==> src/pii_pkg.sv <==
`default_nettype none

package pii_pkg;

   // Defaults for the top-level parameters
   localparam int MAX_WIDTH_DEFAULT  = 256;
   localparam int MAX_HEIGHT_DEFAULT = 256;

   // Fixed field widths
   localparam int PIXEL_BITS  = 8;
   localparam int COORD_W     = 9;
   localparam int CFG_DIM_W   = 9;
   localparam int CFG_PAD_W   = 7;
   localparam int SUM_W       = 24;
   localparam int CSR_INDEX_W = 2;
   localparam int CSR_DATA_W  = 9;

   // Request stream packing
   localparam int REQ_TDATA_W    = 32;
   localparam int REQ_TUSER_W    = 2;
   localparam int PIXEL_LSB      = 0;
   localparam int PAD_X_LSB      = PIXEL_LSB + PIXEL_BITS;
   localparam int PAD_Y_LSB      = PAD_X_LSB + COORD_W;
   localparam int TUSER_TYPE_BIT  = 0;
   localparam int TUSER_START_BIT = 1;

   localparam int QUEUE_DEPTH = 4;

   // Register reset values
   localparam logic [CFG_DIM_W-1:0] IMG_WIDTH_RESET  = 9'd256;
   localparam logic [CFG_DIM_W-1:0] IMG_HEIGHT_RESET = 9'd256;
   localparam logic [CFG_PAD_W-1:0] PAD_BORDER_RESET = 7'd0;

   // Request kinds carried in tuser
   localparam logic REQ_LOAD = 1'b0;
   localparam logic REQ_READ = 1'b1;

   typedef enum logic [CSR_INDEX_W-1:0] {
      REG_IMG_WIDTH  = 2'd0,
      REG_IMG_HEIGHT = 2'd1,
      REG_PAD_BORDER = 2'd2
   } reg_index_type;

   // Work classified by the front end
   typedef enum logic [1:0] {
      OP_LOAD_TOP = 2'd0,   // load on the first row, nothing above
      OP_LOAD     = 2'd1,   // load that adds the entry above
      OP_READ     = 2'd2,   // read one store entry
      OP_ZERO     = 2'd3    // read inside the top or left border
   } op_type;

   localparam int OP_W = 2;

   typedef struct packed {
      logic full;
      logic empty;
   } queue_status_type;

   typedef enum logic [1:0] {
      BK_IDLE = 2'b01,
      BK_EXEC = 2'b10
   } back_state_type;

endpackage

`default_nettype wire

==> src/pii_queue.sv <==
`default_nettype none

module pii_queue #(
   parameter int WIDTH = 8,
   parameter int DEPTH = pii_pkg::QUEUE_DEPTH
) (
   input  wire logic                 clock,
   input  wire logic                 reset,
   input  wire logic                 push,
   input  wire logic [WIDTH-1:0]     push_data,
   input  wire logic                 pop,
   output logic [WIDTH-1:0]          head_data,
   output pii_pkg::queue_status_type status
);

   localparam int PTR_W = (DEPTH > 1) ? $clog2(DEPTH) : 1;
   localparam int CNT_W = $clog2(DEPTH+1);

   logic [WIDTH-1:0] entry_ff [DEPTH];
   logic [PTR_W-1:0] wr_ptr_ff, wr_ptr_in, rd_ptr_ff, rd_ptr_in;
   logic [CNT_W-1:0] count_ff, count_in;
   logic             do_push, do_pop;

   assign status.full  = (count_ff == CNT_W'(DEPTH));
   assign status.empty = (count_ff == '0);
   assign do_push      = push && !status.full;
   assign do_pop       = pop && !status.empty;
   assign head_data    = entry_ff[rd_ptr_ff];

   always_comb begin
      wr_ptr_in = wr_ptr_ff;
      rd_ptr_in = rd_ptr_ff;
      count_in  = count_ff;
      if (do_push)
         wr_ptr_in = (wr_ptr_ff == PTR_W'(DEPTH-1)) ? '0 : wr_ptr_ff + PTR_W'(1);
      if (do_pop)
         rd_ptr_in = (rd_ptr_ff == PTR_W'(DEPTH-1)) ? '0 : rd_ptr_ff + PTR_W'(1);
      if (do_push && !do_pop)
         count_in = count_ff + CNT_W'(1);
      else if (do_pop && !do_push)
         count_in = count_ff - CNT_W'(1);
   end

   always_ff @(posedge clock) begin
      if (reset) begin
         wr_ptr_ff <= '0;
         rd_ptr_ff <= '0;
         count_ff  <= '0;
      end else begin
         wr_ptr_ff <= wr_ptr_in;
         rd_ptr_ff <= rd_ptr_in;
         count_ff  <= count_in;
      end
   end

   always_ff @(posedge clock) begin
      if (do_push)
         entry_ff[wr_ptr_ff] <= push_data;
   end

endmodule

`default_nettype wire

==> config.mk <==
export PLATFORM = sky130hd
export DESIGN_NAME = pii_queue
export DESIGN_NICKNAME = d
export VERILOG_FILES = /design/src/pii_pkg.sv /design/src/pii_queue.sv
export SDC_FILE = /design/constraint.sdc
export NUM_CORES = 1
export LEC_CHECK = 0
export BUFFER_PORTS_ARGS = -buffer_cell sky130_fd_sc_hd__buf_2
export CAP_MARGIN = 20
export CORE_MARGIN = 4
export CORE_UTILIZATION = 45
export CTS_BUF_LIST = sky130_fd_sc_hd__clkbuf_8
export DETAILED_ROUTE_END_ITERATION = 10
export MAX_ROUTING_LAYER = met4
export PLACE_DENSITY_LB_ADDON = 0.12
export SLEW_MARGIN = 20
export SYNTH_ARGS = -nofsm -noshare
export SYNTH_HDL_FRONTEND = slang
export SYNTH_SLANG_ARGS = --single-unit
==> constraint.sdc <==
create_clock -name clock -period 2.5 [get_ports clock]
set_clock_uncertainty 0.15 [all_clocks]
set_input_delay 0.5 -clock clock [delete_from_list [all_inputs] [get_ports clock]]
set_output_delay 0.5 -clock clock [all_outputs]
set_load 0.01 [all_outputs]
### Yosys cells after proc, flatten, opt, wreduce, memory -nomap -nowiden

Memories as Yosys holds them, arrays and structs flattened. A register that Yosys moved wholly into a read port is not among the register bits.
Cells that the tools add are included.

| storage, ports and cells | value |
|---|---|
| flip-flop bits (word level) | 7 |
| word-level logic and storage cells | 29 |
| memories | 1 |
| input port bits | 12 |
| memory bits (writable) | 32 |
| output and inout port bits | 10 |

| operators by class | value |
|---|---|
| equality and inequality tests | 3 |
| add/sub/neg operators | 4 |
| reduce and logical (&&, ||, !) cells | 10 |
| muxes and demuxes | 8 |

Memories:

| name | words | bits a word | rd ports | clocked after Yosys merged registers in | wr ports | RTL line | source |
|---|---|---|---|---|---|---|---|
| entry_ff | 4 | 8 | 1 | 1 | 1 | pii_queue.sv:19 | `logic [WIDTH-1:0] entry_ff [DEPTH];` |

Operators by type and width:

| kind | count |
|---|---|
| $mux W2 | 4 |
| $mux W3 | 2 |
| $add A2 B1 Y2 const B | 2 |
| $eq A2 B2 Y1 const B | 2 |
| $logic_and A1 B1 Y1 | 4 |
| $logic_not A1 Y1 | 4 |
| $add A3 B1 Y3 const B | 1 |
| $eq A3 B3 Y1 const B | 1 |
| $logic_not A3 Y1 | 1 |
| $sub A3 B1 Y3 const B | 1 |
| $mux W1 | 2 |
| $reduce_bool A2 Y1 | 1 |

### Longest topological paths before layout

Gate-level depths: netlist (run 1).

| logic depth | value |
|---|---|
| depth after elaboration | 7 |
| mapped depth | 10 |
| mapped depth without buffers | 9 |

### Worst setup path after synthesis (run 1)

Ideal clock, no wire load.

| path | value |
|---|---|
| path kind | register -> register |
| start point | register count_ff[0] |
| end point | register count_ff[2] |
| clock period less this slack | 2.324 ns |
| stages on the path, launching flop included | 11 |
| path slack | 0.176 ns |
| library setup time | 0.070 ns |
| required time | 2.280 ns |
| arrival | 2.103 ns |
| path buffers | 1 |
| cells stage by stage | dfxtp_1 or3b_1 buf_6 clkinv_4 nor2_2 ha_1 inv_1 fa_1 xor2_1 or3_2 a21oi_1 |

RTL lines:

| element | RTL line | source |
|---|---|---|
| from (decl) | pii_queue.sv:21 | `logic [CNT_W-1:0] count_ff, count_in;` |
| from (signal assigned) | pii_queue.sv:52 | `count_ff <= count_in;` |

### Worst setup path in the final report (run 1)

| path | value |
|---|---|
| start point | register count_ff[2] |
| end point | register count_ff[2] |

| between the ends | value |
|---|---|
| longest elaborated chain between the ends | 6 |
| elaborated cells between the ends (all ways) | 15 |
| classes of those cells | add/sub (2); eq/ne (1); mux (2); reduce/logical (10) |

Ends and longest elaborated chain:

| element | RTL line | source |
|---|---|---|
| $eq A3 B3 Y1 * | pii_queue.sv:24 | `assign status.full = (count_ff == CNT_W'(DEPTH));` |
| $logic_not A1 Y1 * | pii_queue.sv:26 | `assign do_push = push && !status.full;` |
| $logic_and A1 B1 Y1 * | pii_queue.sv:26 |  |
| via do_push | pii_queue.sv:22 | `logic do_push, do_pop;` |
| $logic_not A1 Y1 | pii_queue.sv:40 | `else if (do_pop && !do_push)` |
| $logic_and A1 B1 Y1 | pii_queue.sv:40 |  |
| $reduce_bool A2 Y1 (no line) | n/a |  |

The timed path passes the listed nets; every way through them passes the cells marked *. The select of a mux whose other input is x is not followed.
A chain may end at the register's enable or synchronous reset.

==> impl_metrics.json, run 1 <==
{
  "outcome": "complete, no violations",
  "drc": 0,
  "synth_warnings": 0,
  "syn_nets": 111,
  "ys_seq_area_share_pct": 69.35,
  "synth_cell_types": 26,
  "cts_buffers": 5,
  "cts_tree": "built",
  "start_util_pct": 47.80,
  "highest_layer": "met4",
  "synthArstFlopShare_pct": 0,
  "drive_gt1_share_pct": 42.02,
  "synth_cells": 92,
  "clockBufferDepth": 2,
  "track_usage_pct": 13.02,
  "clockRootBuffer": "clkbuf_8",
  "power.leakage_nw": 0.7256,
  "fin_crit_ns": 2.342,
  "cp_max_fo": 5,
  "die-area_um2": 4687,
  "drt_pre_antenna_iters": 4,
  "antenna_cells": 0,
  "die_w_um": 68.47,
  "finalSetupViolations": 0,
  "core_area_um2": 3442,
  "place_hpwl_mm": 1.732,
  "htreeDepth": 2,
  "worstMarginPinSlew_ns": 0.3897,
  "vias_per_cell": 5.006,
  "clk_pin_slew_ns": 0.08,
  "layout_common_cells": "edfxtp_1, buf_2, mux4_2",
  "portBuffers": 21,
  "cp-end-kind": "flop",
  "antenna_left": 0,
  "fmax_ghz": 0.4271,
  "cp.required_ns": 2.57,
  "rsz0062_at_grt": "no",
  "fill_cells": 278,
  "cap_viol_max_count": 0,
  "avgSynthCellArea_um2": 17.88,
  "overflow": 0,
  "drt-wirelength-per-cell_um": 14.87,
  "area_delta_synth_final_pct": 18.17,
  "grt_pass1_wl_mm": 4.043,
  "startpoint_type": "flop",
  "power_mw": 1.969,
  "final.setup.tns_ns": 0,
  "slew_viol_final": 0,
  "first_iter_violations": 57,
  "met2WireLength_mm": 1.206,
  "clk_latency_ns": 0.28,
  "antenna_found_initial": 0,
  "ys_ff_latch": 41,
  "worst-setup-path-type": "reg -> reg",
  "hold_class": "in -> reg",
  "via_count": 826,
  "grt_pass1_vias": 853,
  "cp.arrival_ns": 2.41,
  "maxSlewHeadroom_pct": 73.99,
  "grt_max_degree": 14,
  "postCtsSetupRepairBufs": 0,
  "synth_edf_count": 32,
  "drt-total-wl_mm": 2.454,
  "layout.nets": 137,
  "synth_area_um2": 1645,
  "wl_met1_mm": 1.076,
  "routed-wl-met3_um": 117,
  "finalCritPeriodShare_pct": 93.66,
  "die_y_um": 68.47,
  "cts_num_sinks": 41,
  "hold_viol_final": 0,
  "synthFlopType": "edfxtp_1",
  "io_pins": 22,
  "final_common_cell": "edfxtp_1",
  "p_per_area_nw_per_um2": 1013,
  "rows": 21,
  "place_congestion": 0.8229,
  "vdd_drop_max_mv": 0.4279
}
-- power by group --
| group | internal, mW | switching [mW] |
|---|---|---|
| Sequential | 0.834 | 0.0725 |
| Clock | 0.396 | 0.213 |
| Combinational | 0.237 | 0.216 |
-- worst max-delay path: stages (launching register included) --
cell      delay (ns)
dfxtp_1         0.37
or3b_1          0.25
clkinv_4        0.07
nor2_2          0.12
ha_1            0.19
inv_1           0.06
fa_1            0.37
xor2_1          0.16
or3_2           0.40
a21oi_1         0.14
-- flip-flops by register name, indices dropped and copies added (netlist names), named ones only --
signal / cells
rd_ptr_ff: 2
wr_ptr_ff: 2
entry_ff: 32
count_ff: 3
-- cells in the mapped netlist (2+ instances only) --
library cell | n | area, um2
a21oi_1 | 3 | 15.01
xor2_1 | 2 | 17.52
dfxtp_1 | 9 | 180.2
ha_1 | 6 | 75.07
nor3_1 | 2 | 10.01
mux4_2 | 8 | 180.2
mux2i_1 | 2 | 20.02
nand3_1 | 2 | 10.01
edfxtp_1 | 32 | 960.9
and3_2 | 4 | 30.03
nor2_1 | 3 | 11.26
o31ai_2 | 2 | 25.02
inv_1 | 4 | 15.01
-- path summary, 6_finish.rpt --
check | cells after the start | from | endpoint | slack (ns)
max reg2reg | 9 | count_ff[2] | count_ff[2] | 0.16
max | 9 | count_ff[2] | count_ff[2] | 0.16
min reg2reg | 2 | rd_ptr_ff[0] | rd_ptr_ff[0] | 0.36
min | 1 | push_data[0] | entry_ff[1][0] | 0.28
-- what timing repair did --
action,4_1_cts,5_1_grt
gates resized for setup,0,3
hold buffers,0,0
setup endpoints to repair,0,1
-- layout make-up --
class | count | area [um2] | share of cell area, %
Sequential cell | 41 | 1144 | 58.82
Clock inverter | 3 | 65.06 | 3.346
Clock buffer | 5 | 68.82 | 3.539
Tap cell | 46 | 57.56 | 2.960
Multi-Input combinational cell | 42 | 465.4 | 23.94
Timing Repair Buffer | 23 | 120.1 | 6.178
Inverter | 5 | 23.77 | 1.223
-- cells by family after synthesis --
| logic type | share of synthesized area (%) |
|---|---|
| mux | 12.17 |
| xor+xnor | 1.065 |
| compound gates | 3.041 |
| buf+inv | 2.889 |
| flops | 69.35 |
| fa+ha+maj | 5.779 |
| simple gates | 5.704 |
-- routing by layer --
layer  up-vias  global-route usage, %
met5         -                      -
met2        20                  19.79
met3         5                  3.448
met1       398                  15.29
met4         0                  8.189
li1        403                      -
-- metrics by stage --
step / hold slack (ns) / cell area (um2) / instances / worst slack (ns) / utilization, %
after floorplan: 0.3134 / 1645 / 92 / 0.1765 / -
after global placement: 0.3387 / 1799 / 157 / 0.1483 / 52.27
after detailed placement: 0.3510 / 1799 / 157 / 0.08801 / 52.27
after CTS: 0.2708 / 1933 / 165 / 0.08361 / 56.16
after global routing: 0.2683 / 1944 / 165 / 0.009440 / 56.49
final: 0.2753 / 1944 / 165 / 0.1584 / 56.49
Power figures use the tool's default switching activity.
==> run 2, diff against run 1 <==
--- a/config.mk
+++ b/config.mk
@@ -8,7 +8,7 @@
 export BUFFER_PORTS_ARGS = -buffer_cell sky130_fd_sc_hd__buf_2
 export CAP_MARGIN = 20
 export CORE_MARGIN = 4
-export CORE_UTILIZATION = 45
+export CORE_UTILIZATION = 30
 export CTS_BUF_LIST = sky130_fd_sc_hd__clkbuf_8
 export DETAILED_ROUTE_END_ITERATION = 10
 export MAX_ROUTING_LAYER = met4
==> impl_metrics.json, run 2 (synthesis gave the netlist of run 1 again) <==
{
  "drt-wirelength-per-cell_um": 14.54,
  "cp_max_fo": 5,
  "die_w_um": 82.06,
  "track_usage_pct": 9.560,
  "postCtsSetupRepairBufs": 0,
  "p_per_area_nw_per_um2": 959.7,
  "startpoint_type": "flop",
  "rows": 26,
  "cts_num_sinks": 41,
  "fin_crit_ns": 2.313,
  "stdcell_count": 190,
  "overflow": 0,
  "start_util_pct": 31.61,
  "clk_latency_ns": 0.28,
  "cts_buffers": 5,
  "area.sequential_um2": 1142,
  "vias_per_cell": 4.447,
  "die-area_um2": 6733,
  "power.leakage_nw": 0.7179,
  "p_switching_uw": 502.7,
  "layout_common_cells": "edfxtp_1, buf_2, mux4_2, dfxtp_1, ha_1",
  "first_iter_violations": 33,
  "clockRootBuffer": "clkbuf_8",
  "switching_share_pct": 26.94,
  "regMostFlops": "entry_ff",
  "clk_pin_slew_ns": 0.08,
  "antenna_cells": 0,
  "via_count": 845,
  "grt_pass1_vias": 929,
  "rsz0062_at_grt": "no",
  "layout.nets": 138,
  "whs_ns": 0.2825,
  "cts_tree": "built",
  "fmax_ghz": 0.4323,
  "worst-setup-path-type": "reg -> reg",
  "finalCritPeriodShare_pct": 92.52,
  "place_hpwl_mm": 1.888,
  "hold_viol_final": 0,
  "cts_hold_buf": 0,
  "pwr-share-clk_pct": 27.0,
  "clockBufferDepth": 2,
  "place_congestion": 0.7978,
  "die_y_um": 82.06,
  "io_pins": 22,
  "htreeDepth": 2,
  "drive_gt1_share_pct": 40.00,
  "antenna_found_initial": 0,
  "final_common_cell": "edfxtp_1",
  "pwr-share-comb_pct": 25.7,
  "cp.required_ns": 2.57,
  "drt-total-wl_mm": 2.762,
  "largest_register_ffs": 32,
  "finalSetupViolations": 0,
  "grt_pass1_wl_mm": 4.471,
  "dp_slack_ns": 0.1168,
  "hold_class": "in -> reg",
  "pwr-share-seq_pct": 47.3,
  "worstMarginPinSlew_ns": 0.4069,
  "antenna_left": 0,
  "grt_max_degree": 13,
  "cp.arrival_ns": 2.38,
  "multi_input_area_um2": 456.7,
  "area_delta_synth_final_pct": 18.17,
  "drc": 0,
  "intPower_mw": 1.363,
  "worst_slack_ns": 0.1869,
  "portBuffers": 21,
  "fill_cells": 522,
  "reg_top3": "entry_ff x32, count_ff x3",
  "vdd_drop_max_mv": 0.3188,
  "core_area_um2": 5205,
  "maxSlewHeadroom_pct": 72.84,
  "outcome": "complete, no violations",
  "cap_viol_max_count": 0,
  "slew_viol_final": 0,
  "cp-end-kind": "flop",
  "final.setup.tns_ns": 0,
  "drt_pre_antenna_iters": 4,
  "dp_cells": 182
}
## run 2: changes by cell type in the layout (fill, tap and decap cells not counted)
cell / before / now
buf_4: 2 / 3
bufinv_16: 2 / 1
clkinv_1: 0 / 1
clkinv_2: 1 / 0
dfxtp_1: 7 / 8
dfxtp_2: 2 / 1
inv_1: 4 / 5
o31ai_2: 1 / 2
o31ai_4: 1 / 0
## run 2: area by class of cell
type                            instances  share of cell area [%]
Inverter                                5                   1.223
Sequential cell                        41                   58.75
Clock inverter                          3                   1.931
Timing Repair Buffer                   24                   6.564
Multi-Input combinational cell         42                   23.49
Tap cell                               70                   4.505
Clock buffer                            5                   3.539
## run 2: power by group through the flow
stage,clock network (mW),logic [mW],registers (mW)
2_1_floorplan,0,0.346,0.883
3_3_place_gp,0,0.488,0.896
5_1_grt,0.561,0.539,0.896
3_5_place_dp,0,0.491,0.900
6_report,0.503,0.480,0.883
4_1_cts,0.523,0.494,0.884
## run 2: worst paths after layout
kind | endpoint | slack (ns) | startpoint | cells after the start
max | count_ff[2] | 0.19 | count_ff[1] | 7
min | entry_ff[1][4] | 0.28 | push_data[4] | 1
max reg2reg | count_ff[2] | 0.19 | count_ff[1] | 7
min reg2reg | rd_ptr_ff[0] | 0.36 | rd_ptr_ff[0] | 2
## run 2: through the flow
| stage | area (um2) | power, mW | util, % |
|---|---|---|---|
| after global routing | 1944 | 1.996 | 37.36 |
| after floorplan | 1645 | 1.229 | - |
| after detailed placement | 1837 | 1.391 | 35.29 |
| after CTS | 1943 | 1.902 | 37.33 |
| after global placement | 1837 | 1.383 | 35.29 |
| final | 1944 | 1.866 | 37.36 |
## run 2: metal layers
layer,routed length [um],track usage [%]
met3,134,4.276
met1,1176,10.13
met5,0,-
met4,32,3.488
met2,1419,15.75
## run 2: worst max-delay path, cell delays in order (launching register included)
cell and delay, ns:
dfxtp_2 0.35, o31ai_2 0.38, ha_1 0.25, inv_1 0.06
fa_1 0.37, xor2_1 0.15, or3_2 0.40, a21oi_1 0.14
## run 2: what timing repair did
| item | in CTS | in global routing |
|---|---|---|
| endpoints found under the hold margin | 0 | 0 |
| endpoints found under the setup margin | 0 | 1 |
| resized for setup | 0 | 1 |
