===== config.mk =====
export PLATFORM = sky130hd
export DESIGN_NAME = pii_front
export DESIGN_NICKNAME = d
export VERILOG_FILES = /design/src/pii_pkg.sv /design/src/pii_front.sv
export SDC_FILE = /design/constraint.sdc
export NUM_CORES = 1
export LEC_CHECK = 0
export ABC_AREA = 1
export BUFFER_PORTS_ARGS = -buffer_cell sky130_fd_sc_hd__buf_2
export CORE_UTILIZATION = 50
export DETAILED_ROUTE_END_ITERATION = 7
export PLACE_DENSITY = 0.74
export SLEW_MARGIN = 25
export SYNTH_ARGS = -nofsm -noshare
export SYNTH_HDL_FRONTEND = slang
export SYNTH_SLANG_ARGS = --single-unit

===== constraint.sdc =====
create_clock -name clock -period 4.58 [get_ports clock]
set_input_delay 0.916 -clock clock [delete_from_list [all_inputs] [get_ports clock]]
set_output_delay 0.916 -clock clock [all_outputs]
set_load 0.005 [all_outputs]

===== src/pii_pkg.sv =====
`default_nettype none

package pii_pkg;

   // Defaults for the top-level parameters
   localparam int MAX_WIDTH_DEFAULT  = 256;
   localparam int MAX_HEIGHT_DEFAULT = 256;

   // Fixed field widths
   localparam int PIXEL_BITS  = 8;
   localparam int COORD_W     = 9;
   localparam int CFG_DIM_W   = 9;
   localparam int CFG_PAD_W   = 7;
   localparam int SUM_W       = 24;
   localparam int CSR_INDEX_W = 2;
   localparam int CSR_DATA_W  = 9;

   // Request stream packing
   localparam int REQ_TDATA_W    = 32;
   localparam int REQ_TUSER_W    = 2;
   localparam int PIXEL_LSB      = 0;
   localparam int PAD_X_LSB      = PIXEL_LSB + PIXEL_BITS;
   localparam int PAD_Y_LSB      = PAD_X_LSB + COORD_W;
   localparam int TUSER_TYPE_BIT  = 0;
   localparam int TUSER_START_BIT = 1;

   localparam int QUEUE_DEPTH = 4;

   // Register reset values
   localparam logic [CFG_DIM_W-1:0] IMG_WIDTH_RESET  = 9'd256;
   localparam logic [CFG_DIM_W-1:0] IMG_HEIGHT_RESET = 9'd256;
   localparam logic [CFG_PAD_W-1:0] PAD_BORDER_RESET = 7'd0;

   // Request kinds carried in tuser
   localparam logic REQ_LOAD = 1'b0;
   localparam logic REQ_READ = 1'b1;

   typedef enum logic [CSR_INDEX_W-1:0] {
      REG_IMG_WIDTH  = 2'd0,
      REG_IMG_HEIGHT = 2'd1,
      REG_PAD_BORDER = 2'd2
   } reg_index_type;

   // Work classified by the front end
   typedef enum logic [1:0] {
      OP_LOAD_TOP = 2'd0,   // load on the first row, nothing above
      OP_LOAD     = 2'd1,   // load that adds the entry above
      OP_READ     = 2'd2,   // read one store entry
      OP_ZERO     = 2'd3    // read inside the top or left border
   } op_type;

   localparam int OP_W = 2;

   typedef struct packed {
      logic full;
      logic empty;
   } queue_status_type;

   typedef enum logic [1:0] {
      BK_IDLE = 2'b01,
      BK_EXEC = 2'b10
   } back_state_type;

endpackage

`default_nettype wire


===== src/pii_front.sv =====
`default_nettype none

module pii_front #(
   parameter int MAX_WIDTH  = pii_pkg::MAX_WIDTH_DEFAULT,
   parameter int MAX_HEIGHT = pii_pkg::MAX_HEIGHT_DEFAULT
) (
   input  wire logic                               clock,
   input  wire logic                               reset,
   input  wire logic                               csr_valid,
   input  wire logic [pii_pkg::CSR_INDEX_W-1:0]    csr_index,
   input  wire logic [pii_pkg::CSR_DATA_W-1:0]     csr_data,
   input  wire logic                               req_tvalid,
   output logic                                    req_tready,
   input  wire logic [pii_pkg::REQ_TDATA_W-1:0]    req_tdata,
   input  wire logic [pii_pkg::REQ_TUSER_W-1:0]    req_tuser,
   input  wire pii_pkg::queue_status_type          q_status,
   output logic                                    q_push,
   output pii_pkg::op_type                         q_op,
   output logic [$clog2(MAX_WIDTH)+$clog2(MAX_HEIGHT)-1:0] q_addr,
   output logic [$clog2(MAX_WIDTH*((1<<pii_pkg::PIXEL_BITS)-1)+1)-1:0] q_row_sum
);

   localparam int COL_W = $clog2(MAX_WIDTH);
   localparam int ROW_W = $clog2(MAX_HEIGHT);
   localparam int RS_W  = $clog2(MAX_WIDTH*((1<<pii_pkg::PIXEL_BITS)-1)+1);
   localparam int MAXD  = (MAX_WIDTH > MAX_HEIGHT) ? MAX_WIDTH : MAX_HEIGHT;
   localparam int DW    = ($clog2(MAXD+1) > pii_pkg::CFG_DIM_W) ?
                          $clog2(MAXD+1) : pii_pkg::CFG_DIM_W;

   logic [pii_pkg::CFG_DIM_W-1:0] width_ff, height_ff;
   logic [pii_pkg::CFG_PAD_W-1:0] pad_ff;
   logic [COL_W-1:0]              col_ff, col_in, col_c;
   logic [ROW_W-1:0]              row_ff, row_in, row_c;
   logic [RS_W-1:0]               rs_ff, rs_in, rs_c, rs_sum;
   logic [DW-1:0]                 eff_w, eff_h, col_next, row_next;
   logic [DW-1:0]                 ix_c, iy_c;
   logic [pii_pkg::COORD_W-1:0]   pad_x, pad_y, pad_ext, ix, iy;
   logic [pii_pkg::PIXEL_BITS-1:0] pixel;
   logic                          accept, is_load, frame_start, in_border;

   assign pixel       = req_tdata[pii_pkg::PIXEL_LSB +: pii_pkg::PIXEL_BITS];
   assign pad_x       = req_tdata[pii_pkg::PAD_X_LSB +: pii_pkg::COORD_W];
   assign pad_y       = req_tdata[pii_pkg::PAD_Y_LSB +: pii_pkg::COORD_W];
   assign is_load     = (req_tuser[pii_pkg::TUSER_TYPE_BIT] == pii_pkg::REQ_LOAD);
   assign frame_start = req_tuser[pii_pkg::TUSER_START_BIT];

   assign req_tready = !q_status.full;
   assign accept     = req_tvalid && req_tready;
   assign q_push     = accept;

   always_ff @(posedge clock) begin
      if (reset) begin
         width_ff  <= pii_pkg::IMG_WIDTH_RESET;
         height_ff <= pii_pkg::IMG_HEIGHT_RESET;
         pad_ff    <= pii_pkg::PAD_BORDER_RESET;
      end else if (csr_valid) begin
         case (csr_index)
            pii_pkg::REG_IMG_WIDTH:  width_ff  <= csr_data;
            pii_pkg::REG_IMG_HEIGHT: height_ff <= csr_data;
            pii_pkg::REG_PAD_BORDER: pad_ff    <= csr_data[pii_pkg::CFG_PAD_W-1:0];
            default: ;
         endcase
      end
   end

   // Clamp the programmed size to 1..MAX
   always_comb begin
      if (width_ff == '0)
         eff_w = DW'(1);
      else if (DW'(width_ff) > DW'(MAX_WIDTH))
         eff_w = DW'(MAX_WIDTH);
      else
         eff_w = DW'(width_ff);
      if (height_ff == '0)
         eff_h = DW'(1);
      else if (DW'(height_ff) > DW'(MAX_HEIGHT))
         eff_h = DW'(MAX_HEIGHT);
      else
         eff_h = DW'(height_ff);
   end

   // Raster position of a load
   always_comb begin
      col_c = col_ff;
      row_c = row_ff;
      rs_c  = rs_ff;
      if (frame_start || DW'(col_ff) >= eff_w || DW'(row_ff) >= eff_h) begin
         col_c = '0;
         row_c = '0;
         rs_c  = '0;
      end
      rs_sum   = rs_c + RS_W'(pixel);
      col_next = DW'(col_c) + DW'(1);
      row_next = DW'(row_c) + DW'(1);
      if (col_next >= eff_w) begin
         col_in = '0;
         rs_in  = '0;
         row_in = (row_next >= eff_h) ? '0 : row_next[ROW_W-1:0];
      end else begin
         col_in = col_next[COL_W-1:0];
         rs_in  = rs_sum;
         row_in = row_c;
      end
   end

   // Padded read: border test, shift and clamp
   always_comb begin
      pad_ext   = pii_pkg::COORD_W'(pad_ff);
      in_border = (pad_x < pad_ext) || (pad_y < pad_ext);
      ix        = pad_x - pad_ext;
      iy        = pad_y - pad_ext;
      ix_c      = (DW'(ix) > eff_w - DW'(1)) ? eff_w - DW'(1) : DW'(ix);
      iy_c      = (DW'(iy) > eff_h - DW'(1)) ? eff_h - DW'(1) : DW'(iy);
   end

   always_comb begin
      if (is_load) begin
         q_op      = (row_c != '0) ? pii_pkg::OP_LOAD : pii_pkg::OP_LOAD_TOP;
         q_addr    = {row_c, col_c};
         q_row_sum = rs_sum;
      end else begin
         q_op      = in_border ? pii_pkg::OP_ZERO : pii_pkg::OP_READ;
         q_addr    = {iy_c[ROW_W-1:0], ix_c[COL_W-1:0]};
         q_row_sum = '0;
      end
   end

   always_ff @(posedge clock) begin
      if (reset) begin
         col_ff <= '0;
         row_ff <= '0;
         rs_ff  <= '0;
      end else if (accept && is_load) begin
         col_ff <= col_in;
         row_ff <= row_in;
         rs_ff  <= rs_in;
      end
   end

endmodule

`default_nettype wire


Yosys cells after proc, flatten, opt, wreduce, memory -nomap -nowiden --
Index checks and enable logic that the tools add are counted. W data, S select, Z words.
Operators by class: add/sub/neg operators 7, order comparisons 10, equal/unequal tests 2, multiplexer cells 18, bitwise gates (word level) 1, reduce and logical (&&, ||, !) cells 13
Operator list (count):
- $mux W16 | 4
- $mux W8 | 7
- $mux W9 | 4
- $add A8 B1 Y9 const B | 2
- $ge A8 B9 Y1 | 2
- $ge A9 B9 Y1 | 2
- $gt A9 B9 Y1 | 2
- $gt A9 B9 Y1 const B | 2
- $logic_not A9 Y1 | 2
- $lt A9 B7 Y1 | 2
- $sub A9 B1 Y9 const B | 2
- $sub A9 B7 Y9 | 2
- $add A16 B8 Y16 | 1
- $reduce_bool A8 Y1 | 1
- $reduce_and A2 Y1 | 3
- $logic_or A1 B1 Y1 | 3
- $eq A2 B1 Y1 const B | 1
- $eq A2 B2 Y1 const B | 1
- $logic_and A1 B1 Y1 | 2
- $logic_not A2 Y1 | 1
- $mux W1 | 2
- $mux W2 | 1
- $logic_not A1 Y1 | 1
- $not A1 Y1 | 1
Word-level totals: flip-flop bits (word level) 57, bits of input ports 51, output and inout bits 36, word-level logic and storage cells 57

Logic depth before layout (Yosys ltp) --
Gate-level depths: netlist (run 1).
depth in word-level cells 11, mapped depth 30, depth with buffers taken out 28

Worst setup path before layout (run 1) --
No wires, ideal clock.
path type in2out, start point in req_tdata[8] (netlist bit), end point out q_addr[2], data arrival time 3672 ps, data required time 3664 ps, setup slack -8 ps, cell stages on the path 18, buffers on the path 1, cell sequence inv_1 -> ha_1 -> inv_1 -> fa_1 -> nand3_1 -> nand2_1 -> a21oi_1 -> o21bai_1 -> a211oi_1 -> xor2_1 -> ha_1 -> nand3_1 -> or4_1 -> nand2_1 -> clkbuf_1 -> a21oi_1 -> o21ai_0 -> o21a_1
On the way: word-level cells in the longest chain between the ends 4
RTL lines:
- from (decl) | RTL line pii_front.sv:14 | input wire logic [pii_pkg::REQ_TDATA_W-1:0] req_tdata,
- $sub A9 B7 Y9 (*) | RTL line pii_front.sv:110 | ix = pad_x - pad_ext;
- $gt A9 B9 Y1 | RTL line pii_front.sv:112 | ix_c = (DW'(ix) > eff_w - DW'(1)) ? eff_w - DW'(1) : DW'(ix);
- $mux W8 (*) | RTL line pii_front.sv:112
- $mux W16 (*) | RTL line pii_front.sv:117 | if (is_load) begin
- to (decl) | RTL line pii_front.sv:19 | output logic [$clog2(MAX_WIDTH)+$clog2(MAX_HEIGHT)-1:0] q_addr,
Mark *: on every way between the ends. The rest lies on a longest branch, timed or not.

Worst setup path after layout (run 1) --
start point in req_tdata[8] (netlist bit), end point out q_addr[4]
The elaborated chain is that of the path after synthesis.

==> summary.txt, run 1 <==
Synth
  – Synth Instances: 915
  – Syn Std Cell Area: 5890 um^2
  – Synth Net Count: 1048
  – Synth async-reset ratio: 0%
  – Count of warnings emitted by yosys: 0
  – Prevailing post-synth register cell: dfxtp_1
  – Cell variety after synth: 46
  – Synth area leader: dfxtp_1
  – FF+latch count, synth: 57
  – Avg Inst Size Synth: 6.43 um^2
  – Synth top area share: 19.4%
  – Post-synth EDFFs: 0
  – Cells taking the most area after synthesis: dfxtp_1 (19%), ha_1 (17%), nand2_1 (12%)
  – Register area share after synthesis: 19.4%

STA
  – Setup violations, final: 8
  – Max_slew headroom: 35.1%
  – Fmax: 214 MHz
  – Slew @ Worst Pin: 0.967 ns
  – Worst Hold Margin: 0.464 ns
  – Slew Viols, Final: 0
  – Final period util: 102%
  – Setup WS post-layout: -0.101 ns
  – RSZ-0062 raised after global routing: true
  – Min Tclk post-route: 4.68 ns
  – Final Hold Viols: 0
  – Final setup skew: 0.00858 ns

Layout
  – Synth-to-Final Area Change: 31.7%
  – FF/Latch Area: 1150 um^2
  – # diodes: 0
  – Final nets: 1176
  – Commonest cells after routing, fill and taps aside: nand2_1 (166), inv_1 (115), a21oi_1 (88)
  – Fin util: 67.6%
  – Final cell count without fillers: 1190
  – Commonest non-fill, non-tap cell in the layout: nand2_1
  – # fillers: 973
  – Share of cells above drive strength 1: 28.1%
  – Multi-input gate area in the final layout: 4700 um^2

Detailed routing
  – Routed vias/inst: 5.48
  – Final WL: 16800 um
  – Routed Antenna Nets: 0
  – Vias: 6523
  – Iter 0 DRT Violations: 458
  – DR pass1 iterations: 7
  – Drt wl/cell: 14.1 um
  – DRC viols: 0

Job
  – Max-Cap Viols: 0

Die
  – Io pins: 87
  – FP Rows: 39
  – Die H: 111 um
  – Initial Utilization: 51.3%
  – Core box area: 11500 um^2
  – Die ar.: 12200 um^2
  – Chip width: 111 um

Clock tree
  – Worst-path clk slew: 0.05 ns
  – # clock sinks: 57
  – CTS tree: yes
  – CTS Hold Bufs: 0
  – Worst-Skew Late Latency: 0.33 ns
  – Worst-case clock buffer depth: 2
  – Num CTS Buffers: 9
  – H-tree Lvls: 3
  – Root Driver: clkbuf_16

Pwr
  – Worst VDD drop: 0.153 mV
  – Power, Total: 1.87 mW
  – Leak: 3.62 nW
  – Pwr dens: 241 nW/um^2

Setup path
  – Worst Path Buf+Inv: 7
  – CP Launch Type: input port
  – Worst Setup End Kind: output pin
  – CP required: 3.66 ns
  – Crit Reg-Reg Endpoint: rs_ff[3]
  – Crit path largest cell delay: 0.34 ns
  – Reg-to-reg startpoint: height_ff[1]
  – Max FO, Critical Path: 7
  – FF-to-FF setup slack: 0.19 ns
  – Slowest-stage cell, CP: fa_2
  – Worst R2R Path Depth: 27
  – Arrival @ worst endpoint: 3.76 ns
  – Critical path's top delay family: adder cells
  – Cell-by-cell trace of the critical path: buf_6, inv_4, ha_4, inv_2, fa_2, nand3_2, nand2_2, a21oi_2, o21bai_1, buf_4, xnor2_2, inv_1, ha_4, nand2_2, nor2_2, nand3b_1, o2111ai_4, nand2_8, buf_6, o21ai_1, o21a_1, buf_2
  – Crit Path Category: input port to output pin

Placed design
  – HPWL Detailed: 12100 um
  – Buffers added on ports: 79
  – Placed insts: 1157
  – GPL Wtd Cong: 0.905

Global routing
  – Global route overflow: 0
  – Largest net degree at the start of global routing: 38
  – Initial antenna violation count: 0
  – Vias in the first global route: 6023
  – Gr usage total: 26.1%
  – First-pass GRT wire length: 26500 um

Min path
  – Hold Path Cell Cnt: 2
  – WHS Endpoint: rs_ff[4]
  – Worst Hold Launch: rs_ff[4]
  – Hold Path Class: register to register

Outcome
  – Failing checks: setup timing
  – Run status: finished with violations
[what timing repair did]
item                                    CTS  global route
gates cloned                              0             1
resized for setup                        56           103
endpoints found under the setup margin   22            58
setup buffers                             6            11
pin swaps                                29            71
[worst max path at each step]
| stage | startpoint | to | slack (ns) | cells past startpoint |
|---|---|---|---|---|
| after floorplan | req_tdata[8] | q_addr[2] | 0.1 | 18 |
| after global placement | req_tdata[8] | q_addr[6] | -0.29 | 19 |
| after detailed placement | req_tdata[8] | q_addr[6] | -0.32 | 19 |
| after CTS | req_tdata[8] | q_addr[1] | -0.18 | 19 |
| after global routing | height_ff[1] | q_row_sum[12] | -0.25 | 25 |
| final | req_tdata[8] | q_addr[4] | -0.10 | 22 |
[stage by stage]
step                      instance area [um^2]  worst slack, ns  TNS [ns]
after floorplan                           5890           0.0952         0
after global placement                    6680           -0.285     -3.41
after detailed placement                  6680           -0.324     -4.21
after CTS                                 7180           -0.177     -1.99
after global routing                      7750           -0.247     -4.63
final                                     7750           -0.101    -0.475
[layout make-up]
cell class / count / share of cell area, %
sequential: 57 / 14.9
timing repair buffer: 140 / 11.5
inverter: 133 / 6.67
clock inverter: 3 / 0.839
tap: 143 / 2.31
clock buffer: 12 / 3.18
multi-input combinational: 702 / 60.7
[cells by family (layout without fill, tap and decap cells)]
| group | Yosys count | count (layout) | share of synthesized area (%) |
|---|---|---|---|
| AOI/OAI and AO/OA | 186 | 186 | 17.1 |
| xor gates and xnor gates | 33 | 33 | 4.91 |
| adders and majority gates | 82 | 82 | 17.8 |
| buffers and inverters | 157 | 288 | 10.4 |
| DFF | 57 | 57 | 19.4 |
| and+or+nand+nor | 400 | 401 | 30.3 |
[layer usage]
metal | part of all wire [%] | up-vias | wire length (um) | track usage (%)
met4 | 2.1 | 0 | 346 | 9.60
li1 | - | 3291 | - | -
met3 | 4.5 | 33 | 756 | 2.63
met5 | 0 | - | 0 | 0
met2 | 48 | 198 | 8040 | 44.8
met1 | 45 | 3001 | 7630 | 33.8
[power breakdown]
| group | switching, mW | internal (mW) | total [mW] |
|---|---|---|---|
| Combinational | 0.349 | 0.277 | 0.626 |
| Clock | 0.227 | 0.487 | 0.714 |
| Sequential | 0.0148 | 0.514 | 0.529 |
[cell usage after synthesis (2+ instances only)]
library cell / instances
nand2_1: 186
inv_1: 124
a21oi_1: 101
nor2_1: 98
ha_1: 79
dfxtp_1: 57
o21ai_0: 53
nand3_1: 47
xor2_1: 21
nand4_1: 20
clkbuf_1: 19
nor3_1: 17
xnor2_1: 12
o211ai_1: 9
inv_2: 7
nor2_4: 7
nor2_2: 4
o22ai_1: 4
or2_2: 4
a2bb2oi_1: 3
fa_1: 3
nand3b_1: 3
nor3_2: 3
o21a_1: 3
a211oi_1: 2
and2_1: 2
buf_2: 2
clkinv_1: 2
nand2_2: 2
nor4_1: 2
o21ai_1: 2
o21bai_1: 2
o31a_1: 2
[state kept, by name, indices dropped and copies added (netlist names)]
register   flops
rs_ff         16
col_ff         8
pad_ff         7
row_ff         8
height_ff      9
width_ff       9
[worst register-to-register path, delay by kind of cell, from the launching register on]
family	cells	cell delay, ns
adders and majority gates	3	0.72
and+or+nand+nor	14	2.00
AOI/OAI and AO/OA	4	0.49
buffers and inverters	6	0.78
DFF	1	0.33
(Power assumes the default switching activity.)
==> inputs of run 2 (changes only) <==
- ABC_AREA: 1 -> unset
==> summary.txt, run 2 <==
Global routing
  – Global route overflow: 0
  – First-pass GRT wire length: 32300 um
  – Vias in the first global route: 6819
  – Gr usage total: 34.4%
  – Largest net degree at the start of global routing: 58
  – Initial antenna violation count: 0

Die
  – Io pins: 87
  – Chip width: 110 um
  – FP Rows: 38
  – Die H: 110 um
  – Initial Utilization: 52.4%
  – Die ar.: 12000 um^2
  – Core box area: 11100 um^2

STA
  – Final Hold Viols: 0
  – Setup violations, final: 61
  – Setup WS post-layout: -0.730 ns
  – Final period util: 116%
  – Fmax: 188 MHz
  – Slew @ Worst Pin: 0.946 ns
  – Slew Viols, Final: 0
  – RSZ-0062 raised after global routing: true
  – Max_slew headroom: 36.5%
  – Min Tclk post-route: 5.31 ns
  – Final setup skew: 0.00587 ns

Placed design
  – Dpl ws: -0.554 ns
  – Buffers added on ports: 79
  – Placed insts: 1074
  – GPL Wtd Cong: 0.883
  – HPWL Detailed: 13600 um
  – Post-DP Area: 7300 um^2

Synth
  – Cells taking the most area after synthesis: dfxtp_1 (20%), ha_1 (17%), nor2_1 (5.0%)
  – Synth top area share: 19.7%
  – FF+latch count, synth: 57
  – Most frequent cells after synthesis: ha_1 (79), nor2_1 (77), nand2_1 (66), dfxtp_1 (57), a21oi_1 (52)
  – Post-synth EDFFs: 0
  – Register area share after synthesis: 19.7%
  – Avg Inst Size Synth: 7.58 um^2
  – Cell variety after synth: 66
  – Prevailing post-synth register cell: dfxtp_1
  – Synth async-reset ratio: 0%
  – Synth Net Count: 899
  – Count of warnings emitted by yosys: 0
  – Count leader, synth: ha_1
  – Syn Std Cell Area: 5800 um^2
  – Synth Instances: 766
  – Synth area leader: dfxtp_1

Layout
  – Share of cells above drive strength 1: 43.3%
  – Synth-to-Final Area Change: 53.3%
  – Commonest cells after routing, fill and taps aside: buf_4 (154), buf_2 (77), nor2_1 (71)
  – # fillers: 671
  – Commonest non-fill, non-tap cell in the layout: buf_4
  – # diodes: 0
  – Max reg flops: 16
  – Final nets: 1126
  – Largest registers: rs_ff x16, height_ff x9, width_ff x9
  – Top reg by flops: rs_ff
  – Post-Layout Inst Area: 8890 um^2
  – Final cell count without fillers: 1138

Detailed routing
  – Iter 0 DRT Violations: 529
  – DR pass1 iterations: 6
  – DRC viols: 0
  – Vias: 7064
  – Final WL: 22600 um
  – Routed Antenna Nets: 0
  – Drt wl/cell: 19.9 um
  – Routed vias/inst: 6.21

Pwr
  – Worst VDD drop: 0.207 mV
  – Pwr dens: 215 nW/um^2
  – Leak: 4.04 nW

Setup path
  – Worst Path Buf+Inv: 6
  – WP depth: 20
  – Max FO, Critical Path: 5
  – CP Launch Type: input port
  – Crit Path Category: input port to output pin
  – Crit path largest cell delay: 0.36 ns
  – CP required: 3.66 ns
  – Critical path's top delay family: compound AO/OA/AOI/OAI gates
  – Crit-path most repeated cell: a21oi_2
  – Cell-by-cell trace of the critical path: buf_6, inv_4, ha_4, inv_2, fa_2, a21o_1, a21oi_2, o21bai_1, a21oi_2, buf_4, xnor2_4, ha_4, o21ai_2, a21oi_2, o41ai_4, buf_4, a21o_4, or3b_4, o211ai_1, buf_2
  – Arrival @ worst endpoint: 4.39 ns
  – Worst Setup End Kind: output pin
  – Worst R2R Path Depth: 28
  – Slowest-stage cell, CP: or3b_4

Clock tree
  – Worst-Skew Late Latency: 0.35 ns
  – Root Driver: clkbuf_16
  – CTS Hold Bufs: 0
  – # clock sinks: 57
  – Worst-case clock buffer depth: 2
  – H-tree Lvls: 3
  – CTS tree: yes
  – Worst-path clk slew: 0.05 ns
  – Num CTS Buffers: 9

Outcome
  – Failing checks: setup timing
  – Run status: finished with violations

Min path
  – Hold Path Class: register to register
  – Hold Path Cell Cnt: 2

Job
  – Max-Cap Viols: 0
==> run 2: per-stage QoR <==
step | setup TNS (ns) | hold WS (ns) | utilization (%) | total power, mW
floorplan | -2.66 | 0.427 | - | 0.810
global placement | -15.72 | 0.434 | 65.9 | 0.969
detailed placement | -24.42 | 0.447 | 65.9 | 0.990
CTS | -13.13 | 0.460 | 76.1 | 1.78
global route | -32.02 | 0.480 | 80.3 | 1.97
finish | -20.90 | 0.471 | 80.3 | 1.92
==> run 2: final timing paths <==
kind	startpoint	slack (ns)	end
hold reg to reg	rs_ff[6]	0.47	rs_ff[6]
setup / recovery	req_tdata[17]	-0.73	q_addr[10]
setup reg to reg	height_ff[3]	-0.36	row_ff[5]
hold / removal	rs_ff[6]	0.47	rs_ff[6]
==> run 2: routing by layer <==
metal | routed length, um | track usage (%) | part of all wire [%] | vias to the layer above
met5 | 0 | 0 | 0 | -
met4 | 1230 | 18.0 | 5.4 | 0
met3 | 1780 | 7.47 | 7.9 | 109
met2 | 11100 | 61.3 | 49 | 412
met1 | 8510 | 38.3 | 38 | 3331
li1 | - | - | - | 3212
==> run 2: repair_timing <==
action,4_1_cts,5_1_grt
gates resized for setup,147,68
setup buffers,34,20
endpoints found under the setup margin,63,63
cloned,2,0
pin swaps,101,53
==> run 2: cell type report <==
class / count / area, um^2 / area share (%)
clock buffers: 10 / 239 / 2.69
flip-flops and latches: 57 / 1140 / 12.9
repair buffers: 253 / 1800 / 20.2
multi-input cells: 632 / 5320 / 59.8
inverters: 40 / 158 / 1.77
well taps: 140 / 175 / 1.97
clock inverters: 6 / 57.6 / 0.647
==> run 2: kinds of logic (layout without fill, tap and decap cells) <==
kind of cell,after synthesis,in the layout,share of synthesized area (%)
buf+inv,79,309,5.48
fa+ha+maj,82,82,18.1
mux,27,27,4.68
simple gates,295,295,25.3
compound gates,189,191,21.2
xor+xnor,37,37,5.58
flops,57,57,19.7
==> run 2: worst register-to-register path: cells and delay by family, from the launching register on <==
family | cells | cell delay, ns
buffers and inverters | 5 | 0.51
XOR/XNOR | 1 | 0.13
AO/OA/AOI/OAI | 8 | 1.10
AND/OR/NAND/NOR | 11 | 2.23
adder cells (fa/ha/maj) | 3 | 0.58
flip-flops | 1 | 0.32
==> run 2: where the power goes <==
group | switching [mW] | internal, mW
logic | 0.374 | 0.337
clock network | 0.257 | 0.431
registers | 0.00844 | 0.507
